### src/rtl/lps_pkg.sv
// Shared codes and types for the luma plane cube slice block.
package lps_pkg;

  // Which component of a corner comes from the scaled product.
  localparam logic [1:0] SEL_R    = 2'd0;
  localparam logic [1:0] SEL_G    = 2'd1;
  localparam logic [1:0] SEL_B    = 2'd2;
  localparam logic [1:0] SEL_NONE = 2'd3;

  // Configuration register indexes.
  localparam logic [2:0] CFG_W_RED   = 3'd0;
  localparam logic [2:0] CFG_W_GREEN = 3'd1;
  localparam logic [2:0] CFG_W_BLUE  = 3'd2;
  localparam logic [2:0] CFG_R_RED   = 3'd3;
  localparam logic [2:0] CFG_R_GREEN = 3'd4;
  localparam logic [2:0] CFG_R_BLUE  = 3'd5;

  typedef struct packed {
    logic       oor;
    logic [2:0] n;
  } item_t;

endpackage

### src/rtl/lps_sel.sv
// Stage 1: pick the corner formulas and form the level differences.
module lps_sel #(
  parameter int F = 16
) (
  input  logic                    clk,
  input  logic                    rst_n,
  input  logic                    i_valid,
  output logic                    i_ready,
  input  logic [F:0]              z,
  input  logic [F-1:0]            wr,
  input  logic [F-1:0]            wg,
  input  logic [F-1:0]            wb,
  input  logic [F+7:0]            rr,
  input  logic [F+7:0]            rg,
  input  logic [F+7:0]            rb,
  output logic                    o_valid,
  input  logic                    o_ready,
  output lps_pkg::item_t          o_item,
  output logic [4:0][1:0]         o_sel,
  output logic [4:0][2:0]         o_one,
  output logic [4:0][F:0]         o_d,
  output logic [4:0][F+7:0]       o_rc
);
  localparam int DW = F + 3;
  localparam logic [DW-1:0] ONE_V = DW'(1) << F;

  logic [DW-1:0]          zs, xr, xg, xb, srb, srg, sgb;
  logic [4:0][1:0]        sel_c;
  logic [4:0][2:0]        one_c;
  logic [4:0][DW-1:0]     d_c;
  logic [4:0][F+7:0]      rc_c;
  logic [4:0][F:0]        dp_c;
  lps_pkg::item_t         item_c;
  logic                   valid_r;
  lps_pkg::item_t         item_r;
  logic [4:0][1:0]        sel_r;
  logic [4:0][2:0]        one_r;
  logic [4:0][F:0]        d_r;
  logic [4:0][F+7:0]      rc_r;

  assign zs  = DW'(z);
  assign xr  = DW'(wr);
  assign xg  = DW'(wg);
  assign xb  = DW'(wb);
  assign srb = xr + xb;
  assign srg = xr + xg;
  assign sgb = xg + xb;

  always_comb begin
    item_c.oor = 1'b0;
    item_c.n   = 3'd1;
    for (int k = 0; k < 5; k++) begin
      sel_c[k] = lps_pkg::SEL_NONE;
      one_c[k] = 3'b000;
      d_c[k]   = '0;
      rc_c[k]  = '0;
    end
    if (zs > ONE_V) begin
      item_c.oor = 1'b1;
    end else if (zs == '0) begin
      item_c.n = 3'd1;
    end else if (zs <= xb) begin
      item_c.n = 3'd3;
      sel_c[0] = lps_pkg::SEL_R; d_c[0] = zs; rc_c[0] = rr;
      sel_c[1] = lps_pkg::SEL_G; d_c[1] = zs; rc_c[1] = rg;
      sel_c[2] = lps_pkg::SEL_B; d_c[2] = zs; rc_c[2] = rb;
    end else if (zs <= xr) begin
      item_c.n = 3'd4;
      sel_c[0] = lps_pkg::SEL_R; d_c[0] = zs; rc_c[0] = rr;
      sel_c[1] = lps_pkg::SEL_G; d_c[1] = zs; rc_c[1] = rg;
      sel_c[2] = lps_pkg::SEL_G; one_c[2] = 3'b001; d_c[2] = zs - xb; rc_c[2] = rg;
      sel_c[3] = lps_pkg::SEL_R; one_c[3] = 3'b001; d_c[3] = zs - xb; rc_c[3] = rr;
    end else if (zs < srb) begin
      item_c.n = 3'd5;
      sel_c[0] = lps_pkg::SEL_G; one_c[0] = 3'b100; d_c[0] = zs - xr; rc_c[0] = rg;
      sel_c[1] = lps_pkg::SEL_G; d_c[1] = zs; rc_c[1] = rg;
      sel_c[2] = lps_pkg::SEL_G; one_c[2] = 3'b001; d_c[2] = zs - xb; rc_c[2] = rg;
      sel_c[3] = lps_pkg::SEL_R; one_c[3] = 3'b001; d_c[3] = zs - xb; rc_c[3] = rr;
      sel_c[4] = lps_pkg::SEL_B; one_c[4] = 3'b100; d_c[4] = zs - xr; rc_c[4] = rb;
    end else if (zs <= xg) begin
      item_c.n = 3'd4;
      sel_c[0] = lps_pkg::SEL_G; one_c[0] = 3'b100; d_c[0] = zs - xr; rc_c[0] = rg;
      sel_c[1] = lps_pkg::SEL_G; d_c[1] = zs; rc_c[1] = rg;
      sel_c[2] = lps_pkg::SEL_G; one_c[2] = 3'b001; d_c[2] = zs - xb; rc_c[2] = rg;
      sel_c[3] = lps_pkg::SEL_G; one_c[3] = 3'b101; d_c[3] = zs - srb; rc_c[3] = rg;
    end else if (zs < sgb) begin
      item_c.n = 3'd5;
      sel_c[0] = lps_pkg::SEL_G; one_c[0] = 3'b100; d_c[0] = zs - xr; rc_c[0] = rg;
      sel_c[1] = lps_pkg::SEL_R; one_c[1] = 3'b010; d_c[1] = zs - xg; rc_c[1] = rr;
      sel_c[2] = lps_pkg::SEL_B; one_c[2] = 3'b010; d_c[2] = zs - xg; rc_c[2] = rb;
      sel_c[3] = lps_pkg::SEL_G; one_c[3] = 3'b001; d_c[3] = zs - xb; rc_c[3] = rg;
      sel_c[4] = lps_pkg::SEL_G; one_c[4] = 3'b101; d_c[4] = zs - srb; rc_c[4] = rg;
    end else if (zs < srg) begin
      item_c.n = 3'd4;
      sel_c[0] = lps_pkg::SEL_R; one_c[0] = 3'b010; d_c[0] = zs - xg; rc_c[0] = rr;
      sel_c[1] = lps_pkg::SEL_G; one_c[1] = 3'b100; d_c[1] = zs - xr; rc_c[1] = rg;
      sel_c[2] = lps_pkg::SEL_R; one_c[2] = 3'b011; d_c[2] = zs - sgb; rc_c[2] = rr;
      sel_c[3] = lps_pkg::SEL_G; one_c[3] = 3'b101; d_c[3] = zs - srb; rc_c[3] = rg;
    end else if (zs < ONE_V) begin
      item_c.n = 3'd3;
      sel_c[0] = lps_pkg::SEL_R; one_c[0] = 3'b011; d_c[0] = zs - sgb; rc_c[0] = rr;
      sel_c[1] = lps_pkg::SEL_G; one_c[1] = 3'b101; d_c[1] = zs - srb; rc_c[1] = rg;
      sel_c[2] = lps_pkg::SEL_B; one_c[2] = 3'b110; d_c[2] = zs - srg; rc_c[2] = rb;
    end else begin
      one_c[0] = 3'b111;
    end
  end

  // A difference of zero or below scales to zero.
  always_comb begin
    for (int k = 0; k < 5; k++) begin
      dp_c[k] = (!d_c[k][DW-1] && d_c[k] != '0) ? d_c[k][F:0] : '0;
    end
  end

  assign i_ready = !valid_r || o_ready;

  always_ff @(posedge clk) begin
    if (!rst_n) begin
      valid_r <= 1'b0;
    end else if (i_ready) begin
      valid_r <= i_valid;
    end
  end

  always_ff @(posedge clk) begin
    if (i_valid && i_ready) begin
      item_r <= item_c;
      sel_r  <= sel_c;
      one_r  <= one_c;
      d_r    <= dp_c;
      rc_r   <= rc_c;
    end
  end

  assign o_valid = valid_r;
  assign o_item  = item_r;
  assign o_sel   = sel_r;
  assign o_one   = one_r;
  assign o_d     = d_r;
  assign o_rc    = rc_r;
endmodule

### config.mk
export PLATFORM = sky130hd
export DESIGN_NAME = lps_sel
export DESIGN_NICKNAME = d
export VERILOG_FILES = /design/src/rtl/lps_pkg.sv /design/src/rtl/lps_sel.sv
export SDC_FILE = /design/constraint.sdc
export NUM_CORES = 1
export LEC_CHECK = 0
export BUFFER_PORTS_ARGS = -buffer_cell sky130_fd_sc_hd__buf_2
export CORE_UTILIZATION = 45
export CTS_CLUSTER_SIZE = 20
export DETAILED_ROUTE_END_ITERATION = 12
export GPL_TIMING_DRIVEN = 0
export HOLD_SLACK_MARGIN = 0.08
export PLACE_DENSITY_LB_ADDON = 0.25
export SLEW_MARGIN = 20
export SYNTH_ARGS = -nofsm -noshare
export SYNTH_HDL_FRONTEND = slang
export SYNTH_SLANG_ARGS = --single-unit
export TNS_END_PERCENT = 20
### constraint.sdc
create_clock -name clk -period 10.62 [get_ports clk]
set_clock_uncertainty 0.1 [all_clocks]
set_input_delay 2.124 -clock clk [delete_from_list [all_inputs] [get_ports clk]]
set_output_delay 2.124 -clock clk [all_outputs]
set_load 0.05 [all_outputs]
==> impl_metrics.toml <==
[setup_path]
required_ns = 10.76
start_kind = "input port"
worstSetupPathType = "in2reg"
crit_arrival_ns = 8.44
path_max_fanout = 10
cp-end-kind = "register"

[timing]
rsz0062_at_grt = "false"
max-slew-margin-rel_pct = 25.5
max_freq_ghz = 0.121
setup_viol = 0
fin_ws_ns = 2.32
finalSetupTns_ns = 0
min_period_ns = 8.30
drv_slew = 0
post-route-period-util_pct = 78.1
final_hold_viol_count = 0
tightest_slew_ns = 1.11

[yosys]
async_flop_share_pct = 0
synth_top_family_by_area = "compound AO/OA/AOI/OAI gates"
synth_compound_area_share_pct = 26.6
synthMuxAreaShare_pct = 0
syn_inst = 1892
synthAdderAreaFrac_pct = 11.3
synthDistinctLibCells = 94
avgSynthCellArea_um2 = 9.58
yosysWarningCount = 0
synth-xor-area-share_pct = 5.75
synthSimpleGateAreaFrac_pct = 14.2
ys_seq_area_share_pct = 37.7
synth-main-ff-cell = "edfxtp_1"
syn_area_um2 = 18100
synth_edf_count = 227
ys_ff_latch = 228

[hold_path]
min_path_type = "reg2reg"

[power]
ir_drop_v = 0.0000902
finalPower_mw = 3.90
p_leak_nw = 9.21
power_per_cell_area_nw_per_um2 = 182

[detailed_routing]
routed_wl_mm = 77.6
viasPerCell = 6.34
first_pass_iters = 6
drc = 0
wl_per_cell_um = 27.3
vias = 18000
antenna_left = 0
dr.first_iter.drc_count = 1900

[finish]
regArea_um2 = 6840
multi_input_area_um2 = 10500
nFillCells = 3697
final_common_cell = "buf_2"
area_growth_pct = 18.3
nets = 2594
final_cell_mix = "396 x buf_2, 227 x edfxtp_1, 165 x nor2_1"
drive_gt1_share_pct = 21.4

[floorplan]
die_w_um = 203
chipHeight_um = 203
dieArea_um2 = 41100
ioPinCount = 377
placeableCoreArea_um2 = 39700
start_util_pct = 45.6
rows = 73

[clock_network]
cts_setup_buffers = 0
cts.path.max_buffers = 3
hold_buffers = 0
cts_root_buffer = "clkbuf_16"
numClockSinks = 228
insertion_delay_ns = 0.52
path_clk_slew_ns = 0.07
htreeDepth = 1
cts_buffers = 22
cts_tree = "built"
post_cts_resized = 0

[grt]
grt_pass1_vias = 17400
overflow = 0
grt_usage_pct = 37.0
grt_max_degree = 63
antenna_found_initial = 9
grt_pass1_wl_mm = 112

[placement]
place_ws_ns = 1.98
port_buffers = 374
post-dp-hpwl_mm = 63.1
gp_congestion = 1.02

[outcome]
status = "complete, no violations"

[run]
drv_cap = 0
==> flip-flops by register name (all words and copies together), names as in the netlist <==
name / flops
o_sel: 8
o_one: 10
o_d: 85
o_valid: 1
o_item: 4
o_rc: 120
==> critical path, cell delays in order <==
cell,delay (ns)
buf_2,0.12
ha_1,0.22
inv_1,0.07
fa_1,0.20
inv_1,0.05
a21oi_1,0.11
o21ai_0,0.16
a21oi_1,0.18
o21bai_1,0.12
a21o_1,0.23
a41o_1,0.28
o41ai_1,0.63
o21ai_0,0.29
xnor2_1,0.18
ha_1,0.34
nand2_1,0.08
o31ai_1,0.25
nor2_1,0.07
o21ai_1,0.14
a31o_2,0.18
buf_2,0.33
clkbuf_1,0.48
clkbuf_1,0.59
nor2_1,0.11
o21ai_0,0.18
o211ai_1,0.14
a21oi_1,0.54
==> where the power goes <==
part	total, mW	switching (mW)	internal, mW
logic	2.00	1.43	0.568
clock network	0.760	0.341	0.419
registers	1.13	0.0243	1.11
==> cell usage after synthesis, types with 14 or more instances <==
cell | number | area share (%)
nor3_1 | 42 | 1.2
xnor2_1 | 65 | 3.1
nor2b_1 | 33 | 1.1
nor2_1 | 165 | 3.4
inv_1 | 89 | 1.8
a211oi_1 | 29 | 1.2
xor2_1 | 54 | 2.6
clkbuf_1 | 47 | 0.97
or3_1 | 17 | 0.59
and2_1 | 16 | 0.55
o21ai_0 | 85 | 2.3
buf_2 | 22 | 0.61
nand3_1 | 35 | 0.97
edfxtp_1 | 227 | 38
a22o_1 | 83 | 4.0
and3_1 | 16 | 0.55
nand2_1 | 149 | 3.1
a22oi_1 | 22 | 0.91
a21oi_1 | 144 | 4.0
a21o_1 | 48 | 2.0
o211ai_1 | 26 | 1.1
a221oi_1 | 21 | 1.0
nand2b_1 | 14 | 0.48
o21a_1 | 18 | 0.75
ha_1 | 149 | 10
a31oi_1 | 20 | 0.69
==> final timing paths <==
path	endpoint	depth (start not counted)	slack, ns	start
worst max-delay path	o_d[28]$_SDFFCE_PN0P_	27	2.32	wr[0]
worst min-delay path	o_valid$_SDFFE_PN0N_	2	0.44	o_valid$_SDFFE_PN0N_
worst max register to register	o_d[24]$_SDFFCE_PN0P_	5	8.34	o_valid$_SDFFE_PN0N_
worst min register to register	o_valid$_SDFFE_PN0N_	2	0.44	o_valid$_SDFFE_PN0N_
==> cells by family (layout without fill, tap and decap cells) <==
family                     Yosys count  after routing
AOI/OAI and AO/OA                  663            663
buffers and inverters              181            597
xor gates and xnor gates           119            119
DFF                                228            228
adders and majority gates          158            158
and+or+nand+nor                    542            542
other                                1              7
==> metal layers <==
| metal | routed length, um | GRT usage [%] |
|---|---|---|
| met3 | 5960 | 4.54 |
| met4 | 4570 | 20.0 |
| met5 | 0 | 0 |
| met2 | 36300 | 61.6 |
| met1 | 30800 | 46.8 |
==> layout make-up <==
cell class                 instances  area share (%)
antenna                            5          0.0583
sequential                       228            31.9
clock inverter                    13           0.461
inverter                          90            1.58
timing repair buffer             378            9.17
multi-input combinational       1484            48.9
buffer                            91            2.14
tap                              525            3.06
clock buffer                      25            2.72
==> stage by stage <==
step | instance area, um^2 | hold slack [ns] | utilization, % | cells
after floorplan | 18100 | 1.05 | - | 1893
after global placement | 20700 | 0.396 | 52.0 | 2792
after detailed placement | 20800 | 0.433 | 52.2 | 2796
after CTS | 21400 | 0.442 | 53.9 | 2834
after global routing | 21400 | 0.472 | 54.0 | 2839
final | 21400 | 0.443 | 54.0 | 2839
(Power assumes the default switching activity.)
