==> config.mk <==
export PLATFORM = sky130hd
export DESIGN_NAME = lps_ser
export DESIGN_NICKNAME = d
export VERILOG_FILES = /design/src/rtl/lps_pkg.sv /design/src/rtl/lps_ser.sv
export SDC_FILE = /design/constraint.sdc
export NUM_CORES = 1
export LEC_CHECK = 0
export ABC_AREA = 1
export BUFFER_PORTS_ARGS = -buffer_cell sky130_fd_sc_hd__buf_2
export CAP_MARGIN = 20
export CORE_ASPECT_RATIO = 1.1
export CORE_MARGIN = 2
export CORE_UTILIZATION = 40
export CTS_CLUSTER_SIZE = 24
export DETAILED_ROUTE_END_ITERATION = 10
export PLACE_DENSITY = 0.68
export REMOVE_ABC_BUFFERS = 1
export SLEW_MARGIN = 20
export SYNTH_ARGS = -nofsm -noshare
export SYNTH_HDL_FRONTEND = slang
export SYNTH_SLANG_ARGS = --single-unit
==> constraint.sdc <==
create_clock -name clk -period 16.8 [get_ports clk]
set_input_delay 3.36 -clock clk [delete_from_list [all_inputs] [get_ports clk]]
set_output_delay 3.36 -clock clk [all_outputs]
set_load 0.05 [all_outputs]
==> src/rtl/lps_pkg.sv <==
// Shared codes and types for the luma plane cube slice block.
package lps_pkg;

  // Which component of a corner comes from the scaled product.
  localparam logic [1:0] SEL_R    = 2'd0;
  localparam logic [1:0] SEL_G    = 2'd1;
  localparam logic [1:0] SEL_B    = 2'd2;
  localparam logic [1:0] SEL_NONE = 2'd3;

  // Configuration register indexes.
  localparam logic [2:0] CFG_W_RED   = 3'd0;
  localparam logic [2:0] CFG_W_GREEN = 3'd1;
  localparam logic [2:0] CFG_W_BLUE  = 3'd2;
  localparam logic [2:0] CFG_R_RED   = 3'd3;
  localparam logic [2:0] CFG_R_GREEN = 3'd4;
  localparam logic [2:0] CFG_R_BLUE  = 3'd5;

  typedef struct packed {
    logic       oor;
    logic [2:0] n;
  } item_t;

endpackage

==> src/rtl/lps_ser.sv <==
// Stage 4: drop repeated corners and send the kept ones one transfer at a time.
module lps_ser #(
  parameter int F = 16
) (
  input  logic                    clk,
  input  logic                    rst_n,
  input  logic                    i_valid,
  output logic                    i_ready,
  input  lps_pkg::item_t          i_item,
  input  logic [4:0][2:0][F:0]    i_comp,
  output logic                    o_valid,
  input  logic                    o_ready,
  output logic [F:0]              o_red,
  output logic [F:0]              o_green,
  output logic [F:0]              o_blue,
  output logic [2:0]              o_count,
  output logic                    o_last,
  output logic                    o_oor
);
  logic [4:0][2:0][F:0]   cc_c;
  logic [2:0]             m_c;
  logic [4:0][2:0][F:0]   buf_r;
  logic [2:0]             cnt_r, idx_r;
  logic                   oor_r, bvalid_r, last_c;

  // Compare each corner with its neighbor; a dropped one equals the last kept.
  always_comb begin
    cc_c    = '0;
    m_c     = 3'd1;
    cc_c[0] = i_item.oor ? '0 : i_comp[0];
    if (!i_item.oor) begin
      for (int k = 1; k < 5; k++) begin
        if (3'(k) < i_item.n && i_comp[k] != i_comp[k-1]) begin
          cc_c[m_c[2:0]] = i_comp[k];
          m_c = m_c + 3'd1;
        end
      end
    end
    if (m_c == 3'd2) m_c = 3'd1;
  end

  assign last_c  = (idx_r == cnt_r - 3'd1);
  assign i_ready = !bvalid_r || (o_ready && last_c);

  always_ff @(posedge clk) begin
    if (!rst_n) begin
      bvalid_r <= 1'b0;
      idx_r    <= 3'd0;
    end else if (i_ready) begin
      bvalid_r <= i_valid;
      idx_r    <= 3'd0;
    end else if (o_ready) begin
      idx_r <= idx_r + 3'd1;
    end
  end

  always_ff @(posedge clk) begin
    if (i_valid && i_ready) begin
      buf_r <= cc_c;
      cnt_r <= m_c;
      oor_r <= i_item.oor;
    end
  end

  assign o_valid = bvalid_r;
  assign o_red   = buf_r[idx_r][0];
  assign o_green = buf_r[idx_r][1];
  assign o_blue  = buf_r[idx_r][2];
  assign o_count = oor_r ? 3'd0 : cnt_r;
  assign o_last  = last_c;
  assign o_oor   = oor_r;
endmodule

==> flow_summary.yaml, run 1 <==
finish:
  final_cell_mix: "nand2_1 (798), nor2_1 (396), buf_2 (320), inv_1 (299), edfxtp_1 (259)"
  fraction_of_layout_cells_with_a_size_suffix_above_1_pct: 15.0
  layout_commonest_cell: "nand2_1"
  final_cells: 3770
  post_synthesis_to_final_layout_area_growth_pct: 15.2
  finalNetCount: 3338
floorplan:
  floorplan.rows: 85
  floorplan.die.width_um: 216
  pin_count: 321
  die_h_um: 237
  fp.dieArea_sq_um: 51200
  core_box_area_sq_um: 48900
  initial_core_util_pct: 40.4
detailed_routing:
  dr.first_iter.drc_count: 2919
  vias_per_cell: 5.70
  wl_um: 88900
  vias: 21500
  drc_violations: 0
  antenna_left: 0
  drt-wirelength-per-cell_um: 23.6
  drtPass1Iterations: 6
worst_setup_path:
  critPathArrivalTime_ns: 4.14
  critical-path-slowest-cell: "nand3_4"
  timing.critical_path.slowest_cell_delay_ns: 0.86
  critical_path_peak_fanout: 51
  required_ns: 13.44
  path_cells: "clkinv_2, buf_4, nand3_4, o21ai_0, buf_2"
  crit_path_end_kind: "output pin"
  critical_path_class: "register to output pin"
  cp_top_family: "buffers and inverters"
  count_of_buffer_and_inverter_cells_on_the_critical_path: 3
  crit_path_start_kind: "register"
synthesis:
  synthTopCellsByArea: "edfxtp_1 (39%), nand2_1 (15%), nor2_1 (7.6%), inv_1 (5.7%), o21ai_0 (5.5%)"
  synth_top_area_share_pct: 39.3
  syn_inst: 2852
  netlist.top_cell.by_area: "edfxtp_1"
  post_synthesis_cell_area_sq_um: 19800
  yosys.cell_types.count: 40
  ys_ff_latch: 263
  seq_area_frac_synth_pct: 39.7
  postSynthAreaPerCell_sq_um: 6.93
  ys.warnings.count: 0
global_routing:
  grt_antenna_before_repair: 30
  grt_max_degree: 74
  grt.overflow.total: 0
  grt_first_pass_wirelength_um: 127000
  grt_pass1_vias: 19500
  groute.usage.overall_pct: 33.5
power_and_ir_drop:
  powerDensity_nw_per_um2: 85.1
  leakagePower_nw: 10.6
  share_seq_of_total_power_pct: 41.1
  internal_power_mw: 1.27
  power.total_mw: 1.94
  p_switching_uw: 672
  netSwitchingFraction_pct: 34.7
  worst_ir_drop_vdd_v: 0.0000835
  pwr-share-comb_pct: 25.4
  clock_network_fraction_of_total_power_pct: 33.5
hold_path:
  hold_path.class: "register to register"
sta:
  relSlewSlack_pct: 30.7
  period_needed_ns: 7.50
  fin_worst_hold_slack_ns: 0.674
  final_hold_viol_count: 0
  worst_max_slew_pin_slew_ns: 1.04
  final_max_slew_viol_count: 0
  final_min_period_over_clock_period_pct: 44.6
  finalClockSkew_ns: 0.00999
  finalSetupViolCount: 0
  fmaxAchievable_mhz: 133
  final.setup.tns_ns: 0
  rsz0062_at_grt: "false"
outcome:
  outcome: "finished clean"
clocking:
  htree_levels: 1
  post_cts.resized_instances: 0
  cts.root.buffer_cell: "clkbuf_16"
  cts.reportedPaths.clkPinSlew_ns: 0.06
  cts-buffers-inserted: 30
  clock_sinks: 263
  cts_buffer_depth: 3
  insertion_delay_ns: 0.60
  cts_hold_repair.buffers: 0
  cts_tree: "built"
  cts_setup_buffers: 0
place:
  place.detailed.instances: 3690
  gpl.final_weighted_congestion: 0.983
  numPortBuffers: 320
  place_hpwl_um: 59900
job:
  number_of_max_cap_violations: 0
final timing paths:
kind	slack, ns	endpoint	startpoint	cells after the start
setup / recovery	9.30	o_red[6]	idx_r[1]	5
hold / removal	0.67	idx_r[0]	o_valid	4
setup reg to reg	11.69	buf_r[104]	idx_r[0]	11
hold reg to reg	0.67	idx_r[0]	o_valid	4
power groups by stage:
stage               Clock, mW  Combinational, mW  Sequential, mW
global placement            0              0.477           0.809
global route            0.668              0.525           0.801
floorplan                   0              0.281           0.828
CTS                     0.647              0.481           0.797
detailed placement          0              0.479           0.810
finish                  0.649              0.493           0.797
worst min-delay path: stages, from the launching register on:
cell,delay (ns)
dfxtp_1,0.31
nand2_1,0.08
inv_1,0.07
nand2_1,0.13
nor2_1,0.05
cells in the mapped netlist, drive strengths merged:
cell type  instances
a221o             51
o21ai            253
nand3b             2
a21oi            166
o211ai            49
xor2              41
nor2b              1
inv              342
nand3            117
a211oi             1
nand4             59
o21bai             1
clkinv             1
clkbuf            99
buf               67
nor3              38
nand2b             1
ha                 5
and2               1
nor3b              1
edfxtp           259
nor2             403
nand2            805
o22ai             20
dfxtp              4
or2                1
xnor2             64
area by class of cell:
type	instances	area, sq um
antenna	24	60.1
timing repair buffer	352	1840
clock buffer	35	791
inverter	343	1290
multi-input combinational	2080	9970
clock inverter	21	138
fill	5084	26200
tap	652	816
sequential	263	7860
metal layers:
layer | GRT usage (%) | share of wire [%] | vias up
met5 | 0 | 0.11 | -
met4 | 20.2 | 6.2 | 14
met3 | 6.45 | 13 | 311
met2 | 51.5 | 44 | 1581
met1 | 43.7 | 37 | 9764
li1 | - | - | 9836
per-stage QoR:
step | setup slack [ns] | util (%) | cell area, sq um
after global placement | 9.09 | 44.5 | 21800
final | 9.30 | 46.5 | 22800
after CTS | 9.47 | 46.4 | 22700
after detailed placement | 9.00 | 44.5 | 21800
after global routing | 9.26 | 46.5 | 22800
after floorplan | 0.163 | - | 19000
registers in the layout (all words and copies together), names as in the netlist:
signal / count
o_valid: 1
idx_r: 3
o_oor: 1
buf_r: 255
cnt_r: 3
logic make-up after synthesis:
family	after synthesis	share of synthesized area, %
buffers and inverters	509	10.2
AOI/OAI and AO/OA	541	15.8
and+or+nand+nor	1429	29.3
DFF	263	39.7
xor gates and xnor gates	105	4.65
adders and majority gates	5	0.316
Power figures use the tool's default switching activity.
==> run 2: changes to the inputs <==
--- a/config.mk
+++ b/config.mk
@@ -13,7 +13,7 @@
 export CORE_UTILIZATION = 40
 export CTS_CLUSTER_SIZE = 24
 export DETAILED_ROUTE_END_ITERATION = 10
-export PLACE_DENSITY = 0.68
+export PLACE_DENSITY = 0.7
 export REMOVE_ABC_BUFFERS = 1
 export SLEW_MARGIN = 20
 export SYNTH_ARGS = -nofsm -noshare
==> constraint.sdc (replaced) <==
create_clock -name clk -period 6.39 [get_ports clk]
set_input_delay 1.278 -clock clk [delete_from_list [all_inputs] [get_ports clk]]
set_output_delay 1.278 -clock clk [all_outputs]
set_load 0.05 [all_outputs]
==> run 2 against run 1 <==
First-iteration DRC count grew 1.6%. Setup slack worse by 7.7 ns. Combinational power increased to 2.6 times the previous value. Via count grew 0.34%. Sequential share of layout area is 0.33 points lower. Sequential power grew to 2.6 times the previous value. Register-to-register slack lost 8.7 ns. Critical path type is now input port to register. Critical endpoint is now buf_r[27]. Largest cell class unchanged. Highest routed layer unchanged.
==> flow_summary.yaml, run 2 (synthesis gave the netlist of run 1 again) <==
floorplan:
  initial_core_util_pct: 40.4
  floorplan.rows: 85
  fp.dieArea_sq_um: 51200
  core_box_area_sq_um: 48900
  pin_count: 321
  die_h_um: 237
  floorplan.die.width_um: 216
global_routing:
  grt_first_pass_wirelength_um: 129000
  grt_max_degree: 90
  grt_antenna_before_repair: 42
  grt_pass1_vias: 20300
  groute.usage.overall_pct: 33.9
  grt.overflow.total: 0
detailed_routing:
  antenna_left: 0
  dr.first_iter.drc_count: 2966
  vias_per_cell: 5.69
  drc_violations: 0
  wl_um: 88600
  drtPass1Iterations: 6
  drt-wirelength-per-cell_um: 23.4
  wl_met2_um: 39100
  met3RoutedLength_um: 11100
  route.layer.met1.wl_um: 32600
  dr.max_layer_used: "met5"
  vias: 21600
clocking:
  cts_tree: "built"
  cts_setup_buffers: 0
  clock_sinks: 263
  post_cts.resized_instances: 0
  cts.root.buffer_cell: "clkbuf_16"
  cts-buffers-inserted: 31
  cts_hold_repair.buffers: 0
  cts.reportedPaths.clkPinSlew_ns: 0.06
  htree_levels: 1
  cts_buffer_depth: 3
  insertion_delay_ns: 0.59
sta:
  finalSetupViolCount: 0
  final.setup.tns_ns: 0
  finalClockSkew_ns: 0.0130
  final_min_period_over_clock_period_pct: 74.3
  final_max_slew_viol_count: 0
  period_needed_ns: 4.75
  fin_worst_hold_slack_ns: 0.653
  worst_max_slew_pin_slew_ns: 1.04
  rsz0062_at_grt: "false"
  relSlewSlack_pct: 30.5
  final.setup.worst_slack_ns: 1.64
  final_hold_viol_count: 0
  fmaxAchievable_mhz: 211
worst_setup_path:
  critPathArrivalTime_ns: 5.20
  cp-startpoint: "i_comp[89]"
  crit_path_start_kind: "input port"
  critical_path_peak_fanout: 42
  crit_path_end_kind: "register"
  critical_path.reg2reg.startpoint: "idx_r[0]"
  required_ns: 6.84
  critical_path_class: "input port to register"
finish:
  layout_fillers: 5090
  final_cell_mix: "nand2_1 (798), nor2_1 (396), buf_2 (320), inv_1 (299), edfxtp_1 (259)"
  final_util_pct: 47.0
  finalNetCount: 3351
  multi_input_area_sq_um: 9960
  largest_reg_flops: 255
  final_cells: 3791
  registers.top_by_ff_count: "buf_r"
  top_regs: "buf_r: 255 flops, cnt_r: 3 flops, idx_r: 3 flops"
  final_cell_area_sq_um: 23000
  post_synthesis_to_final_layout_area_growth_pct: 16.3
  ff_latch_area_sq_um: 7860
  layout_commonest_cell: "nand2_1"
  fraction_of_layout_cells_with_a_size_suffix_above_1_pct: 15.1
place:
  place.detailed.instances: 3702
  place_hpwl_um: 61100
  post_place_setup_slack_ns: 1.50
  numPortBuffers: 320
  gpl.final_weighted_congestion: 1.04
  post_dp_cell_area_sq_um: 21900
hold_path:
  hold_path.class: "register to register"
  hold_path_startpoint: "o_valid"
job:
  number_of_max_cap_violations: 0
power_and_ir_drop:
  powerDensity_nw_per_um2: 224
  power.total_mw: 5.14
  leakagePower_nw: 10.7
  worst_ir_drop_vdd_v: 0.000147
outcome:
  outcome: "finished clean"
## run 2: final timing paths
check                                  end  slack, ns  cells after the start
worst max register to register  buf_r[244]       3.02                      9
worst max-delay path             buf_r[27]       1.64                     17
worst min register to register    idx_r[0]       0.65                      4
worst min-delay path              idx_r[0]       0.65                      4
## run 2: routing by layer
| layer | vias up | global-route usage (%) |
|---|---|---|
| met5 | - | 0 |
| met4 | 26 | 21.3 |
| met3 | 307 | 7.26 |
| met2 | 1513 | 52.6 |
| met1 | 9861 | 43.0 |
| li1 | 9873 | - |
## run 2: layout make-up
class,instances,share of cell area [%]
Tap cell,652,3.55
Clock inverter,19,0.702
Clock buffer,36,3.46
Timing Repair Buffer,364,8.78
Inverter,343,5.62
Multi-Input combinational cell,2080,43.3
Sequential cell,263,34.2
Antenna cell,34,0.370
## run 2: report_power, final
group | switching (mW) | leakage (nW) | internal (mW) | total, mW
clock | 0.754 | 0.470 | 0.998 | 1.75
sequential | 0.0380 | 2.59 | 2.05 | 2.09
combinational | 0.933 | 7.67 | 0.365 | 1.30
## run 2: critical path, cell delays in order
cell,delay [ns]
buf_2,0.13
xor2_1,0.14
nor2_1,0.44
nand2_1,0.10
nor2_1,0.11
nand2_1,0.05
nor2_1,0.17
nand2_1,0.09
nand2_1,0.43
ha_1,0.38
nand3_1,0.16
nor2_4,0.12
clkinv_2,0.80
buf_4,0.53
o211ai_1,0.13
nand2_1,0.08
inv_1,0.06
